## src/rtl/assert_macros.svh

```systemverilog
// Assertion macros shared by the RTL files of the matrix multiply unit.
`ifndef ASSERT_MACROS_SVH
`define ASSERT_MACROS_SVH

// Property checked on every rising clock edge, off during reset
`define ASSERT_CLK(lbl, prop, msg) \
  lbl: assert property (@(posedge clk_i) disable iff (!rst_ni) (prop)) else $error(msg);

// Condition that must never hold on a rising clock edge outside reset
`define ASSERT_NEVER(lbl, cond, msg) \
  lbl: assert property (@(posedge clk_i) disable iff (!rst_ni) !(cond)) else $error(msg);

`endif

```

## src/rtl/imm_pkg.sv

```systemverilog
// Types, constants and helper functions of the integer matrix multiply unit.
`timescale 1ns / 1ps
package imm_pkg;

  // Largest matrix dimension held by the element stores
  localparam int MAX_DIM   = 8;
  localparam int DEPTH     = MAX_DIM * MAX_DIM;
  localparam int ADDR_W    = (DEPTH > 1) ? $clog2(DEPTH) : 1;

  // Field widths
  localparam int IDX_W     = 3;
  localparam int DATA_W    = 32;
  localparam int MODE_W    = 2;
  localparam int CFG_W     = 4;
  localparam int CFG_IDX_W = 2;

  // Stream word widths, fields packed from bit 0 and padded to whole bytes
  localparam int FIELD_W   = 2 * IDX_W + DATA_W;
  localparam int S_TDATA_W = ((FIELD_W + 7) / 8) * 8;
  localparam int M_TDATA_W = ((FIELD_W + 7) / 8) * 8;
  localparam int PAD_W     = M_TDATA_W - FIELD_W;

  // Item kinds carried in tuser
  typedef enum logic [MODE_W-1:0] {
    MODE_WRITE_A = 2'd0,
    MODE_WRITE_B = 2'd1,
    MODE_COMPUTE = 2'd2
  } mode_e;

  // Configuration register indexes
  typedef enum logic [CFG_IDX_W-1:0] {
    REG_ROWS_A    = 2'd0,
    REG_INNER_DIM = 2'd1,
    REG_COLS_B    = 2'd2
  } cfg_reg_e;

  // Sequencer states
  typedef enum logic [1:0] {
    ST_IDLE,
    ST_RUN,
    ST_WAIT
  } state_e;

  // Store access request from the sequencer
  typedef struct packed {
    logic              we_a;
    logic              we_b;
    logic [ADDR_W-1:0] waddr;
    logic              re;
    logic [ADDR_W-1:0] raddr_a;
    logic [ADDR_W-1:0] raddr_b;
  } mem_req_t;

  // Tag that follows one multiply-accumulate step down the pipeline
  typedef struct packed {
    logic             valid;
    logic             first;
    logic             last;
    logic             end_run;
    logic [IDX_W-1:0] row;
    logic [IDX_W-1:0] col;
  } mac_tag_t;

  // Dimension register as used: zero reads as one, large values as MAX_DIM
  function automatic logic [CFG_W-1:0] clamp_dim(input logic [CFG_W-1:0] v);
    logic [CFG_W-1:0] r;
    r = v;
    if (v == '0) r = CFG_W'(1);
    else if (32'(v) > MAX_DIM) r = CFG_W'(MAX_DIM);
    return r;
  endfunction

  // Highest index for a dimension register value
  function automatic logic [IDX_W-1:0] last_idx(input logic [CFG_W-1:0] v);
    logic [CFG_W-1:0] c;
    c = clamp_dim(v) - CFG_W'(1);
    return c[IDX_W-1:0];
  endfunction

  // Row-major store address
  function automatic logic [ADDR_W-1:0] addr_of(input logic [IDX_W-1:0] row,
                                                input logic [IDX_W-1:0] col);
    logic [ADDR_W+IDX_W-1:0] a;
    a = (ADDR_W+IDX_W)'(row) * (ADDR_W+IDX_W)'(MAX_DIM) + (ADDR_W+IDX_W)'(col);
    return a[ADDR_W-1:0];
  endfunction

endpackage

```

## src/rtl/imm_ram.sv

```systemverilog
// Simple dual-port synchronous RAM with registered read.
`timescale 1ns / 1ps
module imm_ram #(
  parameter int DEPTH  = 64,
  parameter int WIDTH  = 32,
  parameter int ADDR_W = (DEPTH > 1) ? $clog2(DEPTH) : 1
) (
  input  logic              clk_i,
  input  logic              we_i,
  input  logic [ADDR_W-1:0] waddr_i,
  input  logic [WIDTH-1:0]  wdata_i,
  input  logic              re_i,
  input  logic [ADDR_W-1:0] raddr_i,
  output logic [WIDTH-1:0]  rdata_o
);

  logic [WIDTH-1:0] mem [DEPTH];
  logic [WIDTH-1:0] rdata_q;

  // Write port
  always_ff @(posedge clk_i) begin
    if (we_i) begin
      mem[waddr_i] <= wdata_i;
    end
  end

  // Registered read port, holds its word when idle
  always_ff @(posedge clk_i) begin
    if (re_i) begin
      rdata_q <= mem[raddr_i];
    end
  end

  assign rdata_o = rdata_q;

endmodule

```

## src/rtl/imm_ctrl.sv

```systemverilog
// Sequencer: configuration registers, element writes and read address order.
`timescale 1ns / 1ps
module imm_ctrl (
  input  logic                         clk_i,
  input  logic                         rst_ni,
  // item side
  input  logic                         in_valid_i,
  output logic                         in_ready_o,
  input  logic [imm_pkg::MODE_W-1:0]   in_mode_i,
  input  logic [imm_pkg::IDX_W-1:0]    in_row_i,
  input  logic [imm_pkg::IDX_W-1:0]    in_col_i,
  // configuration write channel
  input  logic                         cfg_valid_i,
  output logic                         cfg_ready_o,
  input  logic [imm_pkg::CFG_IDX_W-1:0] cfg_index_i,
  input  logic [imm_pkg::CFG_W-1:0]    cfg_data_i,
  // store requests and pipeline tag
  output imm_pkg::mem_req_t            mem_req_o,
  output imm_pkg::mac_tag_t            tag_o,
  input  logic                         moved_i
);
  import imm_pkg::*;

  state_e           state_q, state_d;
  logic [CFG_W-1:0] rows_q, rows_d;
  logic [CFG_W-1:0] inner_q, inner_d;
  logic [CFG_W-1:0] cols_q, cols_d;
  logic [IDX_W-1:0] i_q, i_d, j_q, j_d, k_q, k_d;
  logic [IDX_W-1:0] last_i_q, last_i_d, last_j_q, last_j_d, last_k_q, last_k_d;

  logic  accept;
  logic  start;
  logic  k_end;
  logic  end_run;
  logic  in_range;
  mode_e mode;

  assign mode        = mode_e'(in_mode_i);
  assign cfg_ready_o = 1'b1;
  assign k_end       = (k_q == last_k_q);
  assign end_run     = (i_q == last_i_q) && (j_q == last_j_q);
  assign in_range    = (32'(in_row_i) < MAX_DIM) && (32'(in_col_i) < MAX_DIM);

  // Next state
  always_comb begin
    state_d = state_q;
    unique case (state_q)
      ST_IDLE: if (start) state_d = ST_RUN;
      ST_RUN:  if (k_end) state_d = ST_WAIT;
      ST_WAIT: if (moved_i) state_d = end_run ? ST_IDLE : ST_RUN;
      default: state_d = ST_IDLE;
    endcase
  end

  // Outputs: handshake, store requests, tag
  always_comb begin
    in_ready_o        = (state_q == ST_IDLE);
    accept            = in_valid_i && in_ready_o;
    start             = accept && (mode == MODE_COMPUTE);
    mem_req_o.we_a    = accept && (mode == MODE_WRITE_A) && in_range;
    mem_req_o.we_b    = accept && (mode == MODE_WRITE_B) && in_range;
    mem_req_o.waddr   = addr_of(in_row_i, in_col_i);
    mem_req_o.re      = (state_q == ST_RUN);
    mem_req_o.raddr_a = addr_of(i_q, k_q);
    mem_req_o.raddr_b = addr_of(k_q, j_q);
    tag_o.valid       = (state_q == ST_RUN);
    tag_o.first       = (k_q == '0);
    tag_o.last        = k_end;
    tag_o.end_run     = end_run;
    tag_o.row         = i_q;
    tag_o.col         = j_q;
  end

  // Configuration decode
  always_comb begin
    rows_d  = rows_q;
    inner_d = inner_q;
    cols_d  = cols_q;
    if (cfg_valid_i) begin
      unique case (cfg_reg_e'(cfg_index_i))
        REG_ROWS_A:    rows_d  = cfg_data_i;
        REG_INNER_DIM: inner_d = cfg_data_i;
        REG_COLS_B:    cols_d  = cfg_data_i;
        default: ;
      endcase
    end
  end

  // Loop counters: k innermost, then column, then row
  always_comb begin
    i_d      = i_q;
    j_d      = j_q;
    k_d      = k_q;
    last_i_d = last_i_q;
    last_j_d = last_j_q;
    last_k_d = last_k_q;
    if (start) begin
      i_d      = '0;
      j_d      = '0;
      k_d      = '0;
      last_i_d = last_idx(rows_q);
      last_j_d = last_idx(cols_q);
      last_k_d = last_idx(inner_q);
    end else if (state_q == ST_RUN && !k_end) begin
      k_d = IDX_W'(k_q + 1'b1);
    end else if (state_q == ST_WAIT && moved_i && !end_run) begin
      k_d = '0;
      if (j_q == last_j_q) begin
        j_d = '0;
        i_d = IDX_W'(i_q + 1'b1);
      end else begin
        j_d = IDX_W'(j_q + 1'b1);
      end
    end
  end

  always_ff @(posedge clk_i or negedge rst_ni) begin
    if (!rst_ni) begin
      state_q  <= ST_IDLE;
      rows_q   <= CFG_W'(MAX_DIM);
      inner_q  <= CFG_W'(MAX_DIM);
      cols_q   <= CFG_W'(MAX_DIM);
      i_q      <= '0;
      j_q      <= '0;
      k_q      <= '0;
      last_i_q <= '0;
      last_j_q <= '0;
      last_k_q <= '0;
    end else begin
      state_q  <= state_d;
      rows_q   <= rows_d;
      inner_q  <= inner_d;
      cols_q   <= cols_d;
      i_q      <= i_d;
      j_q      <= j_d;
      k_q      <= k_d;
      last_i_q <= last_i_d;
      last_j_q <= last_j_d;
      last_k_q <= last_k_d;
    end
  end

endmodule

```

## src/rtl/imm_mac.sv

```systemverilog
// Multiply-accumulate pipeline and output word register.
`timescale 1ns / 1ps
module imm_mac (
  input  logic                          clk_i,
  input  logic                          rst_ni,
  input  imm_pkg::mac_tag_t             tag_i,
  input  logic [imm_pkg::DATA_W-1:0]    a_rdata_i,
  input  logic [imm_pkg::DATA_W-1:0]    b_rdata_i,
  output logic                          moved_o,
  output logic                          out_valid_o,
  input  logic                          out_ready_i,
  output logic [imm_pkg::M_TDATA_W-1:0] out_data_o,
  output logic                          out_last_o
);
  import imm_pkg::*;

  mac_tag_t          s1_q, s2_q;
  logic [DATA_W-1:0] prod_q, prod_d;
  logic [DATA_W-1:0] acc_q, acc_d;
  logic              pend_q, pend_d;
  logic              pend_last_q;
  logic [IDX_W-1:0]  pend_row_q, pend_col_q;
  logic              out_valid_q, out_valid_d;
  logic [M_TDATA_W-1:0] out_data_q;
  logic              out_last_q;

  // Product keeps the low word only; sums wrap
  assign prod_d  = DATA_W'(a_rdata_i * b_rdata_i);
  assign acc_d   = s2_q.first ? prod_q : DATA_W'(acc_q + prod_q);
  // Finished sum goes to the output register once that is free
  assign moved_o = pend_q && (!out_valid_q || out_ready_i);

  always_comb begin
    pend_d = pend_q;
    if (moved_o) pend_d = 1'b0;
    if (s2_q.valid && s2_q.last) pend_d = 1'b1;
  end

  always_comb begin
    out_valid_d = out_valid_q;
    if (out_valid_q && out_ready_i) out_valid_d = 1'b0;
    if (moved_o) out_valid_d = 1'b1;
  end

  // Control state of the pipeline
  always_ff @(posedge clk_i or negedge rst_ni) begin
    if (!rst_ni) begin
      s1_q        <= '0;
      s2_q        <= '0;
      pend_q      <= 1'b0;
      out_valid_q <= 1'b0;
    end else begin
      s1_q        <= tag_i;
      s2_q        <= s1_q;
      pend_q      <= pend_d;
      out_valid_q <= out_valid_d;
    end
  end

  // Data path registers
  always_ff @(posedge clk_i) begin
    if (s1_q.valid) begin
      prod_q <= prod_d;
    end
    if (s2_q.valid) begin
      acc_q <= acc_d;
      if (s2_q.last) begin
        pend_last_q <= s2_q.end_run;
        pend_row_q  <= s2_q.row;
        pend_col_q  <= s2_q.col;
      end
    end
    if (moved_o) begin
      out_data_q <= {{PAD_W{1'b0}}, acc_q, pend_col_q, pend_row_q};
      out_last_q <= pend_last_q;
    end
  end

  assign out_valid_o = out_valid_q;
  assign out_data_o  = out_data_q;
  assign out_last_o  = out_last_q;

endmodule

```

## src/rtl/integer_matrix_multiply_unit.sv

```systemverilog
// Integer matrix multiply unit: top level with the A and B element stores.
`timescale 1ns / 1ps
// C = A x B on signed 32-bit elements held in two 64-word stores, sums
// wrapping to 32 bits. An input word with tuser 0 or 1 writes one element
// of A or B; tuser 2 starts a product, which streams every element of C
// in row-major order with tlast on the final one. Each result element is
// built from one store read and multiply-accumulate per cycle through the
// single read port of each store, then a three-stage drain (read,
// multiply, add) before the sum is handed to the output register. New
// items are taken only while no product is in progress; the last result
// may still wait in the output register. Dimension registers are sampled
// when a product starts, zero counting as one and values above eight as
// eight.
module integer_matrix_multiply_unit (
  input  logic                           clk_i,
  input  logic                           rst_ni,
  // input stream
  input  logic                           s_axis_tvalid,
  output logic                           s_axis_tready,
  // tdata: row_index[2:0], col_index[5:3], element_value[37:6], zero pad
  input  logic [imm_pkg::S_TDATA_W-1:0]  s_axis_tdata,
  // tuser: mode[1:0]
  input  logic [imm_pkg::MODE_W-1:0]     s_axis_tuser,
  // result stream
  output logic                           m_axis_tvalid,
  input  logic                           m_axis_tready,
  // tdata: out_row[2:0], out_col[5:3], product_value[37:6], zero pad
  output logic [imm_pkg::M_TDATA_W-1:0]  m_axis_tdata,
  output logic                           m_axis_tlast,
  // configuration write channel
  input  logic                           cfg_valid_i,
  output logic                           cfg_ready_o,
  input  logic [imm_pkg::CFG_IDX_W-1:0]  cfg_index_i,
  input  logic [imm_pkg::CFG_W-1:0]      cfg_data_i
);
  import imm_pkg::*;

`include "assert_macros.svh"

  mem_req_t          mem_req;
  mac_tag_t          tag;
  logic              moved;
  logic [IDX_W-1:0]  in_row, in_col;
  logic [DATA_W-1:0] in_value;
  logic [DATA_W-1:0] a_rdata, b_rdata;

  // Unpack the input word
  assign in_row   = s_axis_tdata[IDX_W-1:0];
  assign in_col   = s_axis_tdata[2*IDX_W-1:IDX_W];
  assign in_value = s_axis_tdata[FIELD_W-1:2*IDX_W];

  imm_ctrl u_ctrl (
    .clk_i       (clk_i),
    .rst_ni      (rst_ni),
    .in_valid_i  (s_axis_tvalid),
    .in_ready_o  (s_axis_tready),
    .in_mode_i   (s_axis_tuser),
    .in_row_i    (in_row),
    .in_col_i    (in_col),
    .cfg_valid_i (cfg_valid_i),
    .cfg_ready_o (cfg_ready_o),
    .cfg_index_i (cfg_index_i),
    .cfg_data_i  (cfg_data_i),
    .mem_req_o   (mem_req),
    .tag_o       (tag),
    .moved_i     (moved)
  );

  // Element stores
  imm_ram #(.DEPTH(DEPTH), .WIDTH(DATA_W), .ADDR_W(ADDR_W)) u_store_a (
    .clk_i   (clk_i),
    .we_i    (mem_req.we_a),
    .waddr_i (mem_req.waddr),
    .wdata_i (in_value),
    .re_i    (mem_req.re),
    .raddr_i (mem_req.raddr_a),
    .rdata_o (a_rdata)
  );

  imm_ram #(.DEPTH(DEPTH), .WIDTH(DATA_W), .ADDR_W(ADDR_W)) u_store_b (
    .clk_i   (clk_i),
    .we_i    (mem_req.we_b),
    .waddr_i (mem_req.waddr),
    .wdata_i (in_value),
    .re_i    (mem_req.re),
    .raddr_i (mem_req.raddr_b),
    .rdata_o (b_rdata)
  );

  imm_mac u_mac (
    .clk_i       (clk_i),
    .rst_ni      (rst_ni),
    .tag_i       (tag),
    .a_rdata_i   (a_rdata),
    .b_rdata_i   (b_rdata),
    .moved_o     (moved),
    .out_valid_o (m_axis_tvalid),
    .out_ready_i (m_axis_tready),
    .out_data_o  (m_axis_tdata),
    .out_last_o  (m_axis_tlast)
  );

  // Writes are taken only while no product reads the stores
  `ASSERT_NEVER(a_write_during_read, s_axis_tready && mem_req.re,
                "store write accepted while a product is reading")
  // A finished sum never overwrites a result still waiting at the output
  `ASSERT_CLK(a_no_overwrite, moved |-> (!m_axis_tvalid || m_axis_tready),
              "result register overwritten before it was taken")
  // A product request starts reading the stores in the next cycle
  `ASSERT_CLK(a_start_reads,
              (s_axis_tvalid && s_axis_tready && (s_axis_tuser == MODE_COMPUTE))
                |=> mem_req.re,
              "product request did not start store reads")

endmodule

```

## config.mk

```make
export PLATFORM = sky130hd
export DESIGN_NAME = integer_matrix_multiply_unit
export DESIGN_NICKNAME = d
export VERILOG_FILES = /design/src/rtl/imm_pkg.sv /design/src/rtl/imm_ram.sv /design/src/rtl/imm_ctrl.sv /design/src/rtl/imm_mac.sv /design/src/rtl/integer_matrix_multiply_unit.sv
export VERILOG_INCLUDE_DIRS = /design/src /design/src/rtl
export SDC_FILE = /design/constraint.sdc
export NUM_CORES = 2
export LEC_CHECK = 0
export BUFFER_PORTS_ARGS = -buffer_cell sky130_fd_sc_hd__buf_2
export CORE_MARGIN = 10
export CORE_UTILIZATION = 55
export CTS_CLUSTER_DIAMETER = 50
export DETAILED_ROUTE_END_ITERATION = 7
export HOLD_SLACK_MARGIN = 0.03
export PLACE_DENSITY = 0.71
export SLEW_MARGIN = 10
export SYNTH_ARGS = -nofsm -noshare
export SYNTH_HDL_FRONTEND = slang
export SYNTH_HIERARCHICAL = 1
export SYNTH_SLANG_ARGS = --single-unit
```

## constraint.sdc

```tcl
create_clock -name clk_i -period 20.5 [get_ports clk_i]
set_clock_uncertainty 0.2 [all_clocks]
set_input_delay 3.075 -clock clk_i [delete_from_list [all_inputs] [get_ports clk_i]]
set_output_delay 3.075 -clock clk_i [all_outputs]
set_load 0.03 [all_outputs]
```

==> flow_summary.yaml <==
floorplanning:
  core.rowCount: 210
  core-area_um2: 327400
  fp.dieH_um: 593.7
  die_w_um: 593.7
  start_util_pct: 55.28
  dieArea_um2: 352400
  io_pins: 97
run_status:
  status: "finished clean"
timing:
  finalHoldViolCount: 0
  finalSetupViolations: 0
  finalCritPeriodShare_pct: 39.87
  grt_setup_unrepaired: "no"
  slew_headroom_pct: 17.76
  final.min_clock_period_ns: 8.174
  fmax_mhz: 122.3
  tightestPinTransition_ns: 1.225
  slew_violations: 0
  finalSetupTns_ns: 0
clocking:
  cts_resized: 0
  insertion_delay_ns: 1.00
  cts.hold.buffers_added: 0
  cts.sinks: 4324
  clockBufferDepth: 4
  cts_setup_buffers: 0
  cts_made_buffers: 432
  cts-root-buf: "clkbuf_16"
  clk_pin_slew_ns: 0.06
  h-tree-depth: 5
  cts_tree: "done"
final_layout:
  final_common_cell: "edfxtp_1"
  drive_above_1_share_pct: 23.36
  final_nets: 9910
  area_growth_pct: 11.50
  final_cell_mix: "edfxtp_1 (4270), mux4_2 (1088), clkbuf_16 (437)"
synthesis:
  async_reset_ff_share_pct: 1.249
  synthDistinctLibCells: 79
  avgSynthCellArea_um2: 20.17
  synth_seq_cells: 4324
  synthesis.area_um2: 181000
  yosysWarnings: 6
  synthesis.instances: 8974
  synth_edf_count: 4270
  synthFlopType: "edfxtp_1"
  seq_area_frac_synth_pct: 71.59
global_route:
  gr-usage-all-layers_pct: 24.99
  grt_pass1_vias: 94060
  grt_max_degree: 101
  grt_pass1_wl_um: 649200
  antenna_found_initial: 15
  grt_overflow_total: 0
setup_path:
  r2r_end: "u_mac/prod_q[31]"
  slowest_stage: "edfxtp_1"
  cp_cell_sequence: "and2_1 -> fa_1 -> fa_1 -> inv_1 -> fa_1 -> fa_1 -> inv_1 -> fa_1 -> fa_1 -> inv_1 -> fa_1 -> fa_1 -> inv_1 -> ha_1 -> and4_1 -> o21ai_0 -> o21ai_0 -> nor3_2 -> o2111ai_1 -> a311oi_1 -> a21oi_1 -> xnor2_1"
  r2r_cells: 22
  cp.required_ns: 20.96
  worst_path_largest_cell_delay_ns: 1.11
  crit_type: "reg -> reg"
  cp_max_fo: 27
  r2r_start: "u_store_b/rdata_o[5]"
  endpoint_kind: "register"
  ff2ff_setup_slack_ns: 12.33
  crit_top_cell: "fa_1"
  worst-endpoint-arrival_ns: 8.64
  crit_start: "u_store_b/rdata_o[5]"
  cp-start-kind: "register"
  critPathBufInv: 4
  cp_top_family: "adder cells"
worst_hold_path:
  min_path_type: "reg -> reg"
  holdPathStages: 0
  min_from: "u_mac/s1_q[3]"
  min_to: "u_mac/s2_q[3]"
flow_run:
  maxCapViolCount: 0
detailed_routing:
  ant_nets: 0
  drt_iter0_drc: 10680
  drc: 0
  vias_per_cell: 6.423
  dr.pass1.iters: 6
  wl_per_cell_um: 31.79
  wl_um: 445000
  num_vias: 89900
placement:
  io_buffers: 91
  place_hpwl_um: 250600
  routabilityCongestion: 0.8289
[per-stage QoR]
| step | cell area, um^2 | setup WS [ns] | cells | util, % | hold WS (ns) |
|---|---|---|---|---|---|
| global placement | 187800 | 12.47 | 13200 | 57.35 | 0.1325 |
| finish | 201800 | 12.33 | 14000 | 61.64 | 0.1487 |
| CTS | 201800 | 12.30 | 13990 | 61.63 | 0.1505 |
| detailed placement | 187800 | 12.35 | 13200 | 57.35 | 0.1347 |
| global route | 201800 | 11.91 | 13990 | 61.64 | 0.1536 |
| floorplan | 181000 | 13.33 | 8975 | - | 0.1312 |
[registers in the layout, indices dropped and copies added, names as in the netlist, 10 cells and up]
signal and count:
u_store_a/mem 2048, u_store_b/mem 2048, u_mac/out_data_o 38, u_mac/acc_q 32, u_mac/prod_q 32, u_store_a/rdata_o 32
u_store_b/rdata_o 32, u_mac/s1_q 10, u_mac/s2_q 10
[per-layer routing]
metal | share of wire, % | global-route usage [%] | vias to the layer above
li1 | - | - | 36430
met1 | 37 | 34.12 | 47840
met2 | 49 | 40.66 | 4818
met3 | 9.7 | 4.852 | 812
met4 | 4.0 | 8.967 | 6
met5 | 0.0088 | 0 | -
[cell usage after synthesis, types with 5 or more instances]
| master | number | area share [%] |
|---|---|---|
| edfxtp_1 | 4270 | 71 |
| mux4_2 | 1088 | 14 |
| fa_1 | 409 | 4.5 |
| inv_1 | 390 | 0.81 |
| nand2_1 | 340 | 0.71 |
| and2_1 | 317 | 1.1 |
| nor2_1 | 307 | 0.64 |
| clkbuf_1 | 242 | 0.50 |
| mux2i_1 | 189 | 1.0 |
| a21oi_1 | 171 | 0.47 |
| o22ai_1 | 171 | 0.59 |
| ha_1 | 161 | 1.1 |
| buf_2 | 115 | 0.32 |
| xnor2_1 | 86 | 0.42 |
| buf_4 | 72 | 0.30 |
| o221ai_1 | 54 | 0.26 |
| dfrtp_1 | 51 | 0.71 |
| buf_1 | 42 | 0.087 |
| nor2b_1 | 42 | 0.15 |
| o21ai_0 | 42 | 0.12 |
| xor2_1 | 31 | 0.15 |
| nor3_1 | 30 | 0.083 |
| nand2b_1 | 29 | 0.10 |
| nand3_1 | 29 | 0.080 |
| a22oi_1 | 24 | 0.10 |
| a311oi_1 | 18 | 0.087 |
| mux2_2 | 18 | 0.11 |
| a21o_1 | 15 | 0.062 |
| nand3b_1 | 14 | 0.058 |
| nor3b_1 | 14 | 0.058 |
| or3_1 | 13 | 0.045 |
| and3_1 | 12 | 0.041 |
| o21ai_1 | 11 | 0.030 |
| o32ai_1 | 11 | 0.053 |
| buf_6 | 10 | 0.062 |
| o21bai_1 | 10 | 0.041 |
| o211ai_1 | 9 | 0.037 |
| o21a_1 | 9 | 0.037 |
| a211oi_1 | 8 | 0.033 |
| a41o_1 | 8 | 0.044 |
| a31oi_1 | 7 | 0.024 |
| nand4_1 | 6 | 0.021 |
| or3b_2 | 6 | 0.029 |
| o31ai_1 | 5 | 0.021 |
[cell type report]
type,count,area [um^2]
clock inverters,253,2708
flip-flops and latches,4324,129600
well taps,4346,5438
repair buffers,359,2610
diodes,8,20.02
fillers,22220,125600
multi-input cells,3780,48650
inverters,390,1464
clock buffers,536,11310
[how the worst max path moves through the flow]
| stage | depth (start not counted) | to | slack [ns] |
|---|---|---|---|
| detailed placement | 22 | u_mac/prod_q[31] | 12.35 |
| finish | 22 | u_mac/prod_q[31] | 12.33 |
| CTS | 22 | u_mac/prod_q[31] | 12.30 |
| global route | 21 | u_mac/prod_q[31] | 11.91 |
| global placement | 22 | u_mac/prod_q[31] | 12.47 |
| floorplan | 23 | u_mac/prod_q[31] | 13.33 |
[logic make-up (layout without fill, tap and decap cells)]
logic type	Yosys count	in the layout	synth area share [%]
xor+xnor	117	117	0.5662
flops	4324	4324	71.59
other cells	2	11	0.004149
fa+ha+maj	570	570	5.637
buf+inv	871	1538	2.077
mux	1295	1295	14.70
simple gates	1191	1191	3.242
compound gates	604	604	2.185
Power is left out: the tool's default activity adds up to more than one toggle a clock period on the data nets, which glitch-free logic cannot reach.
